$ cat src/hw/rtl/fwdm_pkg.sv
// ----------------------------------------------------------------------------
// fwdm_pkg
// Shared widths, codes and the cell control struct for the handle queue.
// ----------------------------------------------------------------------------
package fwdm_pkg;

    localparam int DEPTH_DEF = 16;
    localparam int DATA_W    = 32;
    localparam int MODE_W    = 2;
    localparam int STATUS_W  = 3;

    typedef enum logic [MODE_W-1:0] {
        MODE_ENQ = 2'd0,
        MODE_DEQ = 2'd1,
        MODE_DEL = 2'd2,
        MODE_NOP = 2'd3
    } t_mode;

    localparam logic [STATUS_W-1:0] ST_OK       = 3'd0;
    localparam logic [STATUS_W-1:0] ST_NULL     = 3'd1;
    localparam logic [STATUS_W-1:0] ST_EMPTY    = 3'd2;
    localparam logic [STATUS_W-1:0] ST_FULL     = 3'd3;
    localparam logic [STATUS_W-1:0] ST_NOTFOUND = 3'd4;

    // control broadcast to every cell of the chain
    typedef struct packed {
        logic              match_en;
        logic              remove_en;
        logic              load_en;
        logic [DATA_W-1:0] handle;
    } t_cell_ctl;

endpackage

$ cat src/hw/rtl/fwdm_cell.sv
// ----------------------------------------------------------------------------
// fwdm_cell
// One queue slot: holds a handle, flags a match and shifts towards the front.
// ----------------------------------------------------------------------------
module fwdm_cell #(
    parameter int CNT_W = $clog2(fwdm_pkg::DEPTH_DEF + 1),
    parameter int IDX   = 0
) (
    input  logic                      i_clk,
    input  logic                      i_rst_n,
    input  fwdm_pkg::t_cell_ctl       i_ctl,
    input  logic [CNT_W-1:0]          i_count,
    input  logic [fwdm_pkg::DATA_W-1:0] i_next_slot,
    input  logic                      i_found,
    output logic [fwdm_pkg::DATA_W-1:0] o_slot,
    output logic                      o_found
);

    logic [fwdm_pkg::DATA_W-1:0] r_slot;
    logic                        r_match;
    logic                        occupied;
    logic                        load_here;

    assign occupied  = CNT_W'(IDX) < i_count;
    assign load_here = i_ctl.load_en && (CNT_W'(IDX) == i_count);

    // found ripples from the front: this cell and all behind the first hit shift
    assign o_found = i_found | r_match;
    assign o_slot  = r_slot;

    always_ff @(posedge i_clk) begin
        if (!i_rst_n) begin
            r_match <= 1'b0;
        end else if (i_ctl.match_en) begin
            r_match <= occupied && (r_slot == i_ctl.handle);
        end
    end

    always_ff @(posedge i_clk) begin
        if (load_here) begin
            r_slot <= i_ctl.handle;
        end else if (i_ctl.remove_en && o_found) begin
            r_slot <= i_next_slot;
        end
    end

endmodule

$ cat src/hw/rtl/fifo_with_delete_by_match.sv
// ----------------------------------------------------------------------------
// fifo_with_delete_by_match
// Bounded queue of nonzero handles with enqueue, dequeue and delete by match.
// ----------------------------------------------------------------------------
//  channel | direction | handshake               | payload
//  --------+-----------+-------------------------+------------------------------
//  in      | to block  | i_in_valid / o_in_stall | i_mode, i_item_value
//  out     | from block| o_out_valid / i_out_stall| o_status, o_item_out, o_length
//
//  each request goes through accept, compare in every cell, then apply
//  the apply cycle waits while the output register holds an untaken result
//  the next request is taken while a result still waits at the output
//  the first-match flag ripples through the cell chain in the apply cycle
//  synchronous reset empties the queue; slot contents are not cleared
// ----------------------------------------------------------------------------
module fifo_with_delete_by_match #(
    parameter int DEPTH = fwdm_pkg::DEPTH_DEF
) (
    input  logic                                i_clk,
    input  logic                                i_rst_n,
    input  logic                                i_in_valid,
    output logic                                o_in_stall,
    input  logic [fwdm_pkg::MODE_W-1:0]         i_mode,
    input  logic [fwdm_pkg::DATA_W-1:0]         i_item_value,
    output logic                                o_out_valid,
    input  logic                                i_out_stall,
    output logic [fwdm_pkg::STATUS_W-1:0]       o_status,
    output logic [fwdm_pkg::DATA_W-1:0]         o_item_out,
    output logic [$clog2(DEPTH+1)-1:0]          o_length
);

    localparam int CNT_W = $clog2(DEPTH + 1);

    typedef enum logic [1:0] {
        S_IDLE,
        S_MATCH,
        S_APPLY
    } t_state;

    t_state                        r_state;
    fwdm_pkg::t_mode               r_mode;
    logic [fwdm_pkg::DATA_W-1:0]   r_handle;
    logic [CNT_W-1:0]              r_count;
    logic                          r_out_valid;
    logic [fwdm_pkg::STATUS_W-1:0] r_status;
    logic [fwdm_pkg::DATA_W-1:0]   r_item;
    logic [CNT_W-1:0]              r_len;

    logic                          in_take;
    logic                          apply_go;
    logic                          do_load;
    logic                          do_remove;
    logic [fwdm_pkg::STATUS_W-1:0] n_status;
    logic [fwdm_pkg::DATA_W-1:0]   n_item;
    logic [CNT_W-1:0]              n_count;
    logic                          handle_null;
    logic                          is_empty;
    logic                          is_full;
    fwdm_pkg::t_cell_ctl           cell_ctl;

    logic [fwdm_pkg::DATA_W-1:0]   w_slot  [DEPTH];
    logic                          w_found [DEPTH+1];

    assign o_in_stall = (r_state != S_IDLE);
    assign in_take    = i_in_valid && !o_in_stall;
    assign apply_go   = (r_state == S_APPLY) && (!r_out_valid || !i_out_stall);

    assign handle_null = (r_handle == '0);
    assign is_empty    = (r_count == '0);
    assign is_full     = (r_count == CNT_W'(DEPTH));

    always_comb begin
        n_status  = fwdm_pkg::ST_OK;
        n_item    = '0;
        do_load   = 1'b0;
        do_remove = 1'b0;
        case (r_mode)
            fwdm_pkg::MODE_ENQ: begin
                if (handle_null) begin
                    n_status = fwdm_pkg::ST_NULL;
                end else if (is_full) begin
                    n_status = fwdm_pkg::ST_FULL;
                end else begin
                    do_load = 1'b1;
                end
            end
            fwdm_pkg::MODE_DEQ: begin
                if (is_empty) begin
                    n_status = fwdm_pkg::ST_EMPTY;
                end else begin
                    do_remove = 1'b1;
                    n_item    = w_slot[0];
                end
            end
            fwdm_pkg::MODE_DEL: begin
                if (handle_null) begin
                    n_status = fwdm_pkg::ST_NULL;
                end else if (is_empty) begin
                    n_status = fwdm_pkg::ST_EMPTY;
                end else if (w_found[DEPTH]) begin
                    do_remove = 1'b1;
                end else begin
                    n_status = fwdm_pkg::ST_NOTFOUND;
                end
            end
            default: begin
            end
        endcase
    end

    always_comb begin
        n_count = r_count;
        if (do_load) begin
            n_count = r_count + CNT_W'(1);
        end else if (do_remove) begin
            n_count = r_count - CNT_W'(1);
        end
    end

    assign cell_ctl.match_en  = (r_state == S_MATCH);
    assign cell_ctl.remove_en = apply_go && do_remove;
    assign cell_ctl.load_en   = apply_go && do_load;
    assign cell_ctl.handle    = r_handle;

    // dequeue forces the shift from the front cell onwards
    assign w_found[0] = (r_mode == fwdm_pkg::MODE_DEQ);

    for (genvar g = 0; g < DEPTH; g++) begin : g_cell
        fwdm_cell #(
            .CNT_W (CNT_W),
            .IDX   (g)
        ) u_cell (
            .i_clk       (i_clk),
            .i_rst_n     (i_rst_n),
            .i_ctl       (cell_ctl),
            .i_count     (r_count),
            .i_next_slot (w_slot[(g + 1) % DEPTH]),
            .i_found     (w_found[g]),
            .o_slot      (w_slot[g]),
            .o_found     (w_found[g+1])
        );
    end

    always_ff @(posedge i_clk) begin
        if (!i_rst_n) begin
            r_state     <= S_IDLE;
            r_count     <= '0;
            r_out_valid <= 1'b0;
        end else begin
            case (r_state)
                S_IDLE: begin
                    if (in_take) begin
                        r_state <= S_MATCH;
                    end
                end
                S_MATCH: begin
                    r_state <= S_APPLY;
                end
                S_APPLY: begin
                    if (apply_go) begin
                        r_state <= S_IDLE;
                    end
                end
                default: begin
                    r_state <= S_IDLE;
                end
            endcase
            if (apply_go) begin
                r_count     <= n_count;
                r_out_valid <= 1'b1;
            end else if (!i_out_stall) begin
                r_out_valid <= 1'b0;
            end
        end
    end

    always_ff @(posedge i_clk) begin
        if (in_take) begin
            r_mode   <= fwdm_pkg::t_mode'(i_mode);
            r_handle <= i_item_value;
        end
        if (apply_go) begin
            r_status <= n_status;
            r_item   <= n_item;
            r_len    <= n_count;
        end
    end

    assign o_out_valid = r_out_valid;
    assign o_status    = r_status;
    assign o_item_out  = r_item;
    assign o_length    = r_len;

endmodule

$ cat config.mk
export PLATFORM = sky130hd
export DESIGN_NAME = fifo_with_delete_by_match
export DESIGN_NICKNAME = d
export VERILOG_FILES = /design/src/hw/rtl/fwdm_pkg.sv /design/src/hw/rtl/fwdm_cell.sv /design/src/hw/rtl/fifo_with_delete_by_match.sv
export SDC_FILE = /design/constraint.sdc
export NUM_CORES = 1
export LEC_CHECK = 0
export ABC_AREA = 1
export BUFFER_PORTS_ARGS = -buffer_cell sky130_fd_sc_hd__clkbuf_2
export CAP_MARGIN = 20
export CELL_PAD_IN_SITES_DETAIL_PLACEMENT = 1
export CELL_PAD_IN_SITES_GLOBAL_PLACEMENT = 2
export CORE_UTILIZATION = 43
export CTS_BUF_LIST = sky130_fd_sc_hd__clkbuf_4
export CTS_CLUSTER_SIZE = 8
export DETAILED_ROUTE_END_ITERATION = 10
export PLACE_DENSITY = 0.86
export SLEW_MARGIN = 15
export SYNTH_ARGS = -nofsm -noshare
export SYNTH_HDL_FRONTEND = slang
export SYNTH_SLANG_ARGS = --single-unit
$ cat constraint.sdc
create_clock -name i_clk -period 5.8 [get_ports i_clk]
set_input_delay 1.45 -clock i_clk [delete_from_list [all_inputs] [get_ports i_clk]]
set_output_delay 1.45 -clock i_clk [all_outputs]
set_load 0.01 [all_outputs]
# Word-level counts from Yosys, hierarchy flattened
# Cells that the tools add are included.
# Widths: inputs -> output; s select.
classes:
  reduce_logical: 79
  add_sub_neg: 2
  eq_ne: 39
  muxes: 54
  bitwise_logic: 17
  order_cmp: 16
ops:
  columns: ["cell", "count"]
  rows:
  - ["$mux 32", 32]
  - ["$eq 32x32->1", 16]
  - ["$logic_and 1x1->1", 52]
  - ["$eq 4x5->1 const A", 8]
  - ["$lt 4x5->1 const A", 8]
  - ["$reduce_bool 2->1", 17]
  - ["$logic_not 32->1", 1]
  - ["$eq 3x5->1 const A", 4]
  - ["$lt 3x5->1 const A", 4]
  - ["$or 1x1->1", 16]
  - ["$eq 2x5->1 const A", 2]
  - ["$lt 1x5->1 const A", 2]
  - ["$lt 2x5->1 const A", 2]
  - ["$mux 2", 5]
  - ["$mux 5", 2]
  - ["$mux 1", 9]
  - ["$mux 3", 3]
  - ["$pmux 3 s3", 1]
  - ["$pmux 2 s3", 1]
  - ["$add 5x1->5 const B", 1]
  - ["$eq 1x5->1 const A", 1]
  - ["$eq 5x5->1 const B", 1]
  - ["$logic_not 5->1", 1]
  - ["$sub 5x1->5 const B", 1]
  - ["other kinds (11)", 17]
word_totals:
  ff_bits: 610
  output_inout_bits: 42
  elab_cells: 247
  in_bits: 38

# Logic depth before layout (Yosys ltp)
# Gate-level depths: netlist (run 1).
depth:
  ltp_word: 25
  depth_mapped: 19
  mapped_depth_nobuf: 19

# By module
# Synthesis (run 1) repeated with hierarchy kept, for this count alone.
unflattened:
  hier_cells: 4221
  area_unflattened_um2: 35602.9
by_module_without_submodules:
  columns: ["module", "area_per_inst_um2", "seq_area_each_um2", "instances", "cells_per_inst"]
  rows:
  - ["fifo_with_delete_by_match", 3473.3, 2382.3, 1, 321]
  - ["fwdm_cell (g_cell[14].u_cell)", 2150.8, 980.9, 1, 270]
  - ["fwdm_cell (g_cell[12].u_cell)", 2087.0, 980.9, 1, 261]
  - ["fwdm_cell (g_cell[15].u_cell)", 2073.2, 980.9, 1, 256]
  - ["fwdm_cell (g_cell[10].u_cell)", 2065.7, 980.9, 1, 289]
  - ["fwdm_cell (g_cell[2].u_cell)", 2019.4, 980.9, 1, 247]
  - ["fwdm_cell (g_cell[3].u_cell)", 2000.7, 980.9, 1, 263]
  - ["fwdm_cell (g_cell[4].u_cell)", 2000.7, 980.9, 1, 260]
  - ["fwdm_cell (g_cell[13].u_cell)", 1999.4, 980.9, 1, 239]
  - ["fwdm_cell (g_cell[6].u_cell)", 1999.4, 980.9, 1, 242]
  - ["fwdm_cell (g_cell[5].u_cell)", 1988.2, 980.9, 1, 237]
  - ["fwdm_cell (g_cell[0].u_cell)", 1983.2, 980.9, 1, 227]
  - ["fwdm_cell (g_cell[11].u_cell)", 1974.4, 980.9, 1, 194]
  - ["fwdm_cell (g_cell[8].u_cell)", 1969.4, 980.9, 1, 246]
  - ["+3 rows", null, null, null, null]

# Least setup slack after synthesis (run 1)
# Ideal clock, no wire load.
synth_timing:
  kind: "input to register"
  from: "in i_out_stall"
  to: "reg g_cell[0].u_cell.r_slot, in the netlist g_cell[0].u_cell.o_slot[0], enable pin"
  required_ns: 5.334
  setup_slack_ns: 0.805
  setup_time_ns: 0.466
  path_buffers: 0
  arrival_ns: 4.529
  path_stages: 5
  path_cell_list: "nand2_1 -> nand2_1 -> nor2_1 -> inv_1 -> o21ai_0"
synth_via:
  elab_chain_len: 6
  word_cells_on_any_way: 8
  classes_between: "reduce/logical (8)"
synth_lines:
  columns: ["element", "line_no", "rtl"]
  rows:
  - ["start, declared", "fifo_with_delete_by_match.sv:26", "input logic i_out_stall,"]
  - ["$logic_not 1->1 (*)", null, null]
  - ["$logic_or 1x1->1 (*)", "fifo_with_delete_by_match.sv:66", "assign apply_go = (r_state == S_APPLY) && (!r_out_valid || !i_out_stall);"]
  - ["$logic_and 1x1->1 (*)", "fifo_with_delete_by_match.sv:66", null]
  - ["$logic_and 1x1->1 (on tied branches)", "fifo_with_delete_by_match.sv:121, fifo_with_delete_by_match.sv:122", null]
  - ["$logic_and 1x1->1 (on tied branches)", "fwdm_cell.sv:42, fwdm_cell.sv:25", null]
  - ["$reduce_bool 2->1 (no line) (*)", null, null]
  - ["end signal, assigned", "fwdm_cell.sv:41", "r_slot <= i_ctl.handle;"]
  - ["end signal, assigned", "fwdm_cell.sv:43", "r_slot <= i_next_slot;"]
  - ["end, declared", "fwdm_cell.sv:19", "logic [fwdm_pkg::DATA_W-1:0] r_slot;"]
# Mark *: on every way between the ends. The rest lies on a longest branch, timed or not.
# A chain may end at the register's enable or synchronous reset.

# Final worst setup path (run 1)
layout_timing:
  from: "reg r_count[0]"
  to: "reg g_cell[5].u_cell.r_slot, in the netlist g_cell[5].u_cell.o_slot[16], enable pin"
layout_via:
  elab_chain_len: 7
  word_cells_on_any_way: 15
  classes_between: "eq/ne (2); mux (7); reduce/logical (6)"
layout_lines:
  columns: ["element", "line_no", "rtl"]
  rows:
  - ["start, declared", "fifo_with_delete_by_match.sv:43", "logic [CNT_W-1:0] r_count;"]
  - ["start signal, assigned", "fifo_with_delete_by_match.sv:169", "r_count <= n_count;"]
  - ["$logic_not 5->1 / $eq 5x5->1 (equally long branches)", "fifo_with_delete_by_match.sv:69, fifo_with_delete_by_match.sv:70", null]
  - ["$mux 1 (on tied branches)", "fifo_with_delete_by_match.sv:98, fifo_with_delete_by_match.sv:81", null]
  - ["$mux 1 (on tied branches)", "fifo_with_delete_by_match.sv:96, fifo_with_delete_by_match.sv:79", null]
  - ["$pmux 1 s2 / $mux 1 (equally long branches)", "fifo_with_delete_by_match.sv:77", "case (r_mode)"]
  - ["$logic_and 1x1->1 (on tied branches)", "fifo_with_delete_by_match.sv:121, fifo_with_delete_by_match.sv:122", null]
  - ["$logic_and 1x1->1 (on tied branches)", "fwdm_cell.sv:42, fwdm_cell.sv:25", null]
  - ["$reduce_bool 2->1 (no line) (*)", null, null]
  - ["end signal, assigned", "fwdm_cell.sv:41", null]
  - ["end signal, assigned", "fwdm_cell.sv:43", null]
  - ["end, declared", "fwdm_cell.sv:19", null]
# Marked as above.

==> results.toml, run 1 <==
[outcome]
status = "complete, no violations"

[clock_network]
clock_latency_ns = 1.05
cts.clk_slew.worst_paths_ns = 0.06
numClockSinks = 610
hold_buffers = 0
cts_inserted_buffers = 169
htree_levels = 4
cts_resized = 0
root_buffer = "clkbuf_4"
cts_buffer_depth = 3
cts_tree = "done"
cts_setup_buffers = 0

[timing]
whs_ns = 0.474
grt_setup_unrepaired = "no"
setup-tns-final_ns = 0
finalMaxSlewViolations = 0
max_slew.worst_pin.slew_ns = 1.22
period_needed_ns = 4.87
finalCritPeriodShare = 0.839
hold_viol = 0
setup_viol = 0
finClkSkew_ns = 0.0681
clock.fmax_mhz = 205
relSlewSlack = 0.187

[yosys]
synth_cells = 3144
async_reset_ff_frac = 0
synth.top_cell.area_share = 0.564
synth_seq_cells = 610
synth_edf_count = 586
yosys_warnings = 0
ys_types = 46
synth_flop_cell = "edfxtp_1"
syn-num-nets = 3191
yosysSeqAreaShare = 0.579
ys_top_cells_by_area = "edfxtp_1, nand2_1, o21ai_1"
synth_top_cell_by_area = "edfxtp_1"
syn_area_per_cell_sq_um = 9.93
netlist_area_sq_um = 31200

[floorplan]
dieWidth_um = 271
io_pins = 80
core_area_sq_um = 71600
fp.dieH_um = 271
die_area_sq_um = 73700
start_util = 0.436
rows = 98

[setup_path]
endpoint_kind = "flip-flop"
cp.required_ns = 6.40
cp-start-kind = "flip-flop"
path_max_fanout = 32
crit_type = "flip-flop to flip-flop"
rrSetupSlack_ns = 0.93
arrival_ns = 5.46
r2r_cells = 13

[power]
power_switching_uw = 2610
clockPowerShare = 0.429
internal_power_uw = 7220
swShare = 0.266
irDropWorstVdd_v = 0.000132
power_frac_comb = 0.080
pwr_density_cell_nw_per_um2 = 282
fin_total_pwr_uw = 9830
p_leak_uw = 0.0134
seqPwrFrac = 0.491

[global_routing]
grt_antenna_before_repair = 5
grt-ovfl-total = 0
grt_usage = 0.345
grt_pass1_wl_mm = 183
grt_max_degree = 66
grt_pass1_vias = 26600

[place]
dpl.hpwl_mm = 85.3
gp_congestion = 0.931
portBuffers = 79
place_area_sq_um = 32500

[final_layout]
final_nets = 3306
final_cell_area_sq_um = 34800
drive_gt1_frac = 0.150
syn2layout_area_growth_pct = 11.6

[detailed_routing]
wire_per_inst_um = 29.3
drtPass1Iterations = 5
vias = 26100
drt-initial-drc-count = 2863
ant_nets = 0
wirelength_mm = 127
viasPerCell = 6.02
post-route-drc-count = 0

[job]
drv_cap = 0

[worst_hold_path]
worstHoldPathType = "flip-flop to flip-flop"
whs_path_depth = 2
-- synthesized netlist by cell type, types with 21 or more instances --
| master | number |
|---|---|
| dfxtp_1 | 24 |
| inv_1 | 126 |
| o21ai_0 | 203 |
| or2_2 | 23 |
| clkbuf_1 | 115 |
| xor2_1 | 149 |
| buf_2 | 61 |
| nand3_1 | 54 |
| nor3_1 | 26 |
| a21oi_1 | 30 |
| edfxtp_1 | 586 |
| buf_4 | 53 |
| nor4_1 | 55 |
| o21ai_1 | 388 |
| nand2_1 | 765 |
| o22ai_1 | 36 |
| o2111ai_1 | 21 |
| xnor2_1 | 139 |
| nor2_1 | 119 |
| a211oi_1 | 21 |
| nand4_1 | 53 |
-- power groups by stage --
stage / registers (uW) / logic (uW) / clock network (uW)
after global routing: 4820 / 801 / 4470
final: 4820 / 785 / 4220
after detailed placement: 4920 / 758 / 0
after CTS: 4820 / 762 / 4270
after global placement: 4920 / 746 / 0
after floorplan: 4910 / 382 / 0
-- placed cells by master, fill, tap and decap left out, types with 80 or more instances in the layout --
cell type  synthesis  routed
nand2_1          765     760
edfxtp_1         586     586
o21ai_1          388     388
clkbuf_4           0     249
o21ai_0          203     197
xor2_1           149     149
xnor2_1          139     139
inv_1            126     125
nor2_1           119     118
buf_4             53     106
clkbuf_2           0      80
-- final cells by class --
type / instances / area (sq um)
multi-input combinational: 2151 / 11500
antenna: 1 / 2.50
sequential: 610 / 18100
clock inverter: 55 / 382
clock buffer: 249 / 1870
inverter: 135 / 509
timing repair buffer: 192 / 1300
fill: 8058 / 36800
tap: 950 / 1190
-- path summary, 6_finish.rpt --
path                                                from                           to
worst min register to register  g_cell[6].u_cell.r_match     g_cell[6].u_cell.r_match
worst min-delay path            g_cell[6].u_cell.r_match     g_cell[6].u_cell.r_match
worst max-delay path                          r_count[0]  g_cell[5].u_cell.o_slot[16]
worst max register to register                r_count[0]  g_cell[5].u_cell.o_slot[16]
-- kinds of logic after synthesis --
logic type | after synthesis | share of synthesized area
compound gates | 744 | 0.130
xor+xnor | 288 | 0.0808
fa+ha+maj | 9 | 0.00361
buf+inv | 383 | 0.0557
flops | 610 | 0.579
simple gates | 1110 | 0.150
-- per-stage QoR --
step	setup slack [ns]	util	cells
after floorplan	0.805	-	3144
after global placement	1.08	0.454	4032
after detailed placement	0.990	0.454	4035
after CTS	0.982	0.486	4339
after global routing	0.561	0.486	4343
final	0.932	0.486	4343
-- sequential cells by signal (all words and copies together) (netlist names) --
name,count
g_cell.u_cell.o_slot,512
o_item_out,32
r_handle,32
g_cell.u_cell.r_match,16
o_length,5
r_count,5
o_status,3
r_mode,2
r_state,2
o_out_valid,1
-- per-layer routing --
layer,GRT usage,wire length (um),share of wire,vias up
li1,-,-,-,11300
met1,0.450,51000,0.40,13100
met2,0.535,57500,0.45,1398
met3,0.0748,11500,0.091,331
met4,0.190,7220,0.057,2
met5,0,13,0.00010,-
-- critical path, stage by stage, from the launching register on --
cell and delay, ns:
dfxtp_1 0.48, clkinv_1 0.42, ha_1 0.39, inv_1 0.09, nor2_1 0.09, nand2_1 0.16, inv_1 0.10, nor2_1 0.13
nand2_1 0.07, nand2_1 0.14, nand2_2 0.11, nor2_1 0.72, inv_1 0.58, o21ai_4 0.97
No activity file was read; power rests on OpenSTA's default activity.
==> run 2: changes to the inputs <==
==> constraint.sdc (replaced) <==
create_clock -name i_clk -period 4.5 [get_ports i_clk]
set_input_delay 1.125 -clock i_clk [delete_from_list [all_inputs] [get_ports i_clk]]
set_output_delay 1.125 -clock i_clk [all_outputs]
set_load 0.01 [all_outputs]
==> run 2 against run 1 <==
Worst setup slack worse by 0.47 ns. Core utilization increased by 0.12 points. Count of clock-buffer cells in the layout fell by 13. Final cell count rose by 0.30%. Critical path depth grew 3. Critical path type unchanged. Highest routed layer unchanged.
==> results.toml, run 2 (same netlist as run 1, synthesis figures left out) <==
[outcome]
status = "complete, no violations"

[final_layout]
layout_commonest_cell = "nand2_1"
syn2layout_area_growth_pct = 11.9
fin_cells = 4356
fin_util = 0.488
ff_latch_area_sq_um = 18100
final_cell_mix = "nand2_1, edfxtp_1, o21ai_1"
drive_gt1_frac = 0.155
largest_reg_flops = 512
final_nets = 3328
multi_input_area_sq_um = 11500
nFillCells = 8093

[timing]
hold_viol = 0
grt_setup_unrepaired = "no"
max_slew.worst_pin.slew_ns = 1.01
period_needed_ns = 4.04
finalMaxSlewViolations = 0
whs_ns = 0.277
setup_viol = 0
finClkSkew_ns = 0.0892
clock.fmax_mhz = 248
relSlewSlack = 0.323
finalCritPeriodShare = 0.897

[global_routing]
grt_usage = 0.347
grt-ovfl-total = 0
grt_pass1_wl_mm = 184
grt_pass1_vias = 26700
grt_antenna_before_repair = 3
grt_max_degree = 65

[floorplan]
dieWidth_um = 271
io_pins = 80
start_util = 0.436
rows = 98
core_area_sq_um = 71600
die_area_sq_um = 73700
fp.dieH_um = 271

[setup_path]
crit_family = "simple AND/OR/NAND/NOR gates"
arrival_ns = 4.65
cp.required_ns = 5.11
path_max_fanout = 16
slowest_delay_ns = 0.43
critPathSlowestCell = "edfxtp_1"
crit_buf_inv = 2
cp-start-kind = "flip-flop"
crit_type = "flip-flop to flip-flop"
endpoint_kind = "flip-flop"
path_cells = "ha_1, nor2_1, nand4_1, nor2_1, nand4_1, nor2_1, nand4_1, nor2_1, nand4_1, nand2_1, nand2_1, nand2_2, nor2_2, inv_1, buf_4, o21ai_2"

[power]
pwr_density_cell_nw_per_um2 = 355
fin_total_pwr_uw = 12400
irDropWorstVdd_v = 0.000168
p_leak_uw = 0.0134

[detailed_routing]
viasPerCell = 6.03
drt-initial-drc-count = 2835
wire_per_inst_um = 29.4
vias = 26300
post-route-drc-count = 0
ant_nets = 0
wirelength_mm = 128
drtPass1Iterations = 7

[clock_network]
cts_inserted_buffers = 169
numClockSinks = 610
cts_buffer_depth = 3
cts.clk_slew.worst_paths_ns = 0.07
cts_setup_buffers = 0
clock_latency_ns = 1.06
htree_levels = 4
cts_tree = "done"
root_buffer = "clkbuf_4"

[job]
drv_cap = 0

[place]
dp.cells = 4059
dpl.hpwl_mm = 86.1
portBuffers = 79
gp_congestion = 0.958

[worst_hold_path]
worstHoldPathType = "input port to flip-flop"
-- run 2: cell count changes in the layout (fill, tap and decap cells not counted), moves of 4 or more --
cell / previous run / this run
buf_12: 3 / 11
buf_4: 106 / 123
bufinv_16: 6 / 2
clkbuf_4: 249 / 236
clkinv_1: 47 / 42
clkinv_2: 0 / 7
-- run 2: cell type report --
type | count | share of cell area
sequential | 610 | 0.518
multi-input combinational | 2152 | 0.329
clock buffer | 236 | 0.0507
timing repair buffer | 213 | 0.0441
tap | 950 | 0.0340
inverter | 135 | 0.0146
clock inverter | 59 | 0.00928
antenna | 1 | 0.0000717
-- run 2: path summary, 6_finish.rpt --
path                            start                         end  slack [ns]  depth (start not counted)
max reg2reg                 r_mode[0]  g_cell[5].u_cell.o_slot[8]        0.46                         16
max                         r_mode[0]  g_cell[5].u_cell.o_slot[8]        0.46                         16
min reg2reg  g_cell[8].u_cell.r_match    g_cell[8].u_cell.r_match        0.47                          2
min                  i_item_value[26]                r_handle[26]        0.28                          1
-- run 2: stage by stage --
stage | setup TNS [ns] | worst slack [ns] | cell area [sq um]
floorplan | -72.44 | -0.377 | 31200
global placement | 0 | 0.243 | 32800
detailed placement | 0 | 0.231 | 32800
CTS | 0 | 0.176 | 34900
global route | 0 | 0.254 | 34900
finish | 0 | 0.462 | 34900
-- run 2: timing repair --
item                       4_1_cts  5_1_grt
gates resized for setup          0        1
setup endpoints to repair        0       27
hold buffers                     0        0
-- run 2: layer usage --
layer	vias to the layer above	GRT usage	wire, um	part of all wire
met1	13100	0.440	51100	0.40
met3	376	0.105	12800	0.10
met5	-	0	27	0.00021
met4	4	0.199	7680	0.060
li1	11400	-	-	-
met2	1404	0.526	56600	0.44
-- run 2: report_power, final --
| part | total [uW] | internal [uW] | switching, uW |
|---|---|---|---|
| Combinational | 1050 | 256 | 796 |
| Clock | 5120 | 2550 | 2570 |
| Sequential | 6220 | 6190 | 28.0 |
==> run 3: changes to the inputs <==
--- a/config.mk
+++ b/config.mk
@@ -10,6 +10,7 @@
 export CAP_MARGIN = 20
 export CELL_PAD_IN_SITES_DETAIL_PLACEMENT = 1
 export CELL_PAD_IN_SITES_GLOBAL_PLACEMENT = 2
+export CORE_ASPECT_RATIO = 0.8
 export CORE_UTILIZATION = 43
 export CTS_BUF_LIST = sky130_fd_sc_hd__clkbuf_4
 export CTS_CLUSTER_SIZE = 8
==> run 3 against run 2 <==
Register-to-register slack got worse by 0.05 ns. Design area fell by 0.65%. Sequential power hardly changed. Die area about the same. Worst setup slack worse by 0.045 ns. Critical path type unchanged.
==> results.toml, run 3 (same netlist as run 1, synthesis figures left out) <==
[setup_path]
path_cells = "inv_1, ha_1, nor2_1, nand4_1, nor2_1, nand4_1, nor2_1, nand4_1, nor2_1, nand4_1, nand2_1, nand2_1, nand2_2, nor2_1, clkinvlp_4, o21ai_4"
crit_top_cell = "nor2_1"
crit_type = "flip-flop to flip-flop"
slowest_delay_ns = 0.94
crit_family = "simple AND/OR/NAND/NOR gates"
cp.required_ns = 5.13
endpoint_kind = "flip-flop"
cp-start-kind = "flip-flop"
crit_buf_inv = 2
arrival_ns = 4.71
path_max_fanout = 32
critPathSlowestCell = "o21ai_4"

[power]
clockPowerShare = 0.418
p_leak_uw = 0.0133
seqPwrFrac = 0.502
power_switching_uw = 3340
internal_power_uw = 9090
pwr_density_cell_nw_per_um2 = 358
power_frac_comb = 0.081
swShare = 0.269
irDropWorstVdd_v = 0.000220

[final_layout]
final_cell_mix = "nand2_1, edfxtp_1, o21ai_1"
drive_gt1_frac = 0.148
nFillCells = 8009
largest_reg_flops = 512
layout_commonest_cell = "nand2_1"
final_nets = 3302
fin_util = 0.488
syn2layout_area_growth_pct = 11.1

[floorplan]
rows = 87
die_area_sq_um = 73700
io_pins = 80
core_area_sq_um = 71100
dieWidth_um = 303
start_util = 0.439
fp.dieH_um = 243

[detailed_routing]
vias = 26200
drtPass1Iterations = 7
ant_nets = 0
drt-initial-drc-count = 3344
post-route-drc-count = 0
viasPerCell = 6.09
wire_per_inst_um = 29.1
wirelength_mm = 125

[timing]
hold_viol = 0
finalMaxSlewViolations = 0
relSlewSlack = 0.286
finClkSkew_ns = 0.0845
setup_viol = 0
period_needed_ns = 4.08
clock.fmax_mhz = 245
grt_setup_unrepaired = "no"
finalCritPeriodShare = 0.907
setup_slack_ns = 0.417
max_slew.worst_pin.slew_ns = 1.07

[global_routing]
grtUsageMet1 = 0.469
grt_max_degree = 66
grt_util_met3 = 0.104
grt_pass1_wl_mm = 180
grt-busiest-layer = "met2"
grt_pass1_vias = 26200
grt-ovfl-total = 0
met2_usage = 0.499
grt_usage = 0.343
grt_antenna_before_repair = 4

[clock_network]
hold_buffers = 0
cts_inserted_buffers = 159
cts_tree = "done"
htree_levels = 4
cts_buffer_depth = 3
root_buffer = "clkbuf_4"
numClockSinks = 610
clock_latency_ns = 1.09
cts.clk_slew.worst_paths_ns = 0.07

[place]
pre_cts_slack_ns = 0.262
gp_congestion = 0.958
portBuffers = 79
dpl.hpwl_mm = 84.5

[worst_hold_path]
worstHoldPathType = "input port to flip-flop"

[job]
drv_cap = 0

[outcome]
status = "complete, no violations"
## run 3: cell count changes in the layout (fill, tap and decap cells not counted), moves of 2 or more
cell       delta
buf_12        -6
clkinv_1      -5
clkbuf_4      -9
diode_2       +4
clkinv_2      -5
bufinv_16     +4
inv_6         -2
buf_4         -9
## run 3: final cells by class
type                            count  area (sq um)  share of cell area
Timing Repair Buffer              198          1350              0.0390
Tap cell                          934          1170              0.0337
Multi-Input combinational cell   2151         11500               0.331
Antenna cell                        5          12.5            0.000361
Inverter                          135           513              0.0148
Clock inverter                     49           370              0.0107
Clock buffer                      227          1700              0.0491
Sequential cell                   610         18100               0.521
## run 3: power groups by stage
stage / combinational [uW] / sequential, uW / clock [uW]
final: 1000 / 6240 / 5190
after global routing: 1020 / 6240 / 5500
after CTS: 965 / 6240 / 5250
after detailed placement: 961 / 6360 / 0
after global placement: 939 / 6360 / 0
after floorplan: 492 / 6330 / 0
## run 3: per-layer routing
layer | share of wire | wire (um)
met4 | 0.043 | 5360
met1 | 0.41 | 50900
met3 | 0.12 | 15200
met2 | 0.43 | 53900
met5 | 0 | 0
## run 3: timing repair
| item | in CTS | in global routing |
|---|---|---|
| gates resized for setup | 0 | 1 |
| setup buffers | 0 | 0 |
| setup endpoints to repair | 0 | 207 |
## run 3: worst register-to-register path: stages, from the launching register on
cell	delay [ns]
edfxtp_1	0.43
inv_1	0.12
ha_1	0.24
nor2_1	0.10
nand4_1	0.18
nor2_1	0.10
nand4_1	0.12
nor2_1	0.11
nand4_1	0.12
nor2_1	0.10
nand4_1	0.15
nand2_1	0.07
nand2_1	0.14
nand2_2	0.10
nor2_1	0.24
clkinvlp_4	0.40
o21ai_4	0.94
## run 3: per-stage QoR
stage	cells	total power, uW	hold WS (ns)	area [sq um]	setup TNS [ns]
finish	4309	12400	0.243	34700	0
global route	4309	12800	0.168	34700	0
floorplan	3144	6820	0.445	31200	-72.44
global placement	4028	7300	0.453	32600	0
CTS	4304	12500	0.133	34700	0
detailed placement	4028	7320	0.461	32600	0
## run 3: path summary, 6_finish.rpt
| check | start | end | slack (ns) | cells past startpoint |
|---|---|---|---|---|
| worst min-delay path | i_item_value[10] | r_handle[10] | 0.24 | 1 |
| worst max-delay path | r_mode[1] | g_cell[5].u_cell.o_slot[17] | 0.42 | 16 |
| worst max register to register | r_mode[1] | g_cell[5].u_cell.o_slot[17] | 0.42 | 16 |
| worst min register to register | g_cell[8].u_cell.r_match | g_cell[8].u_cell.r_match | 0.47 | 2 |
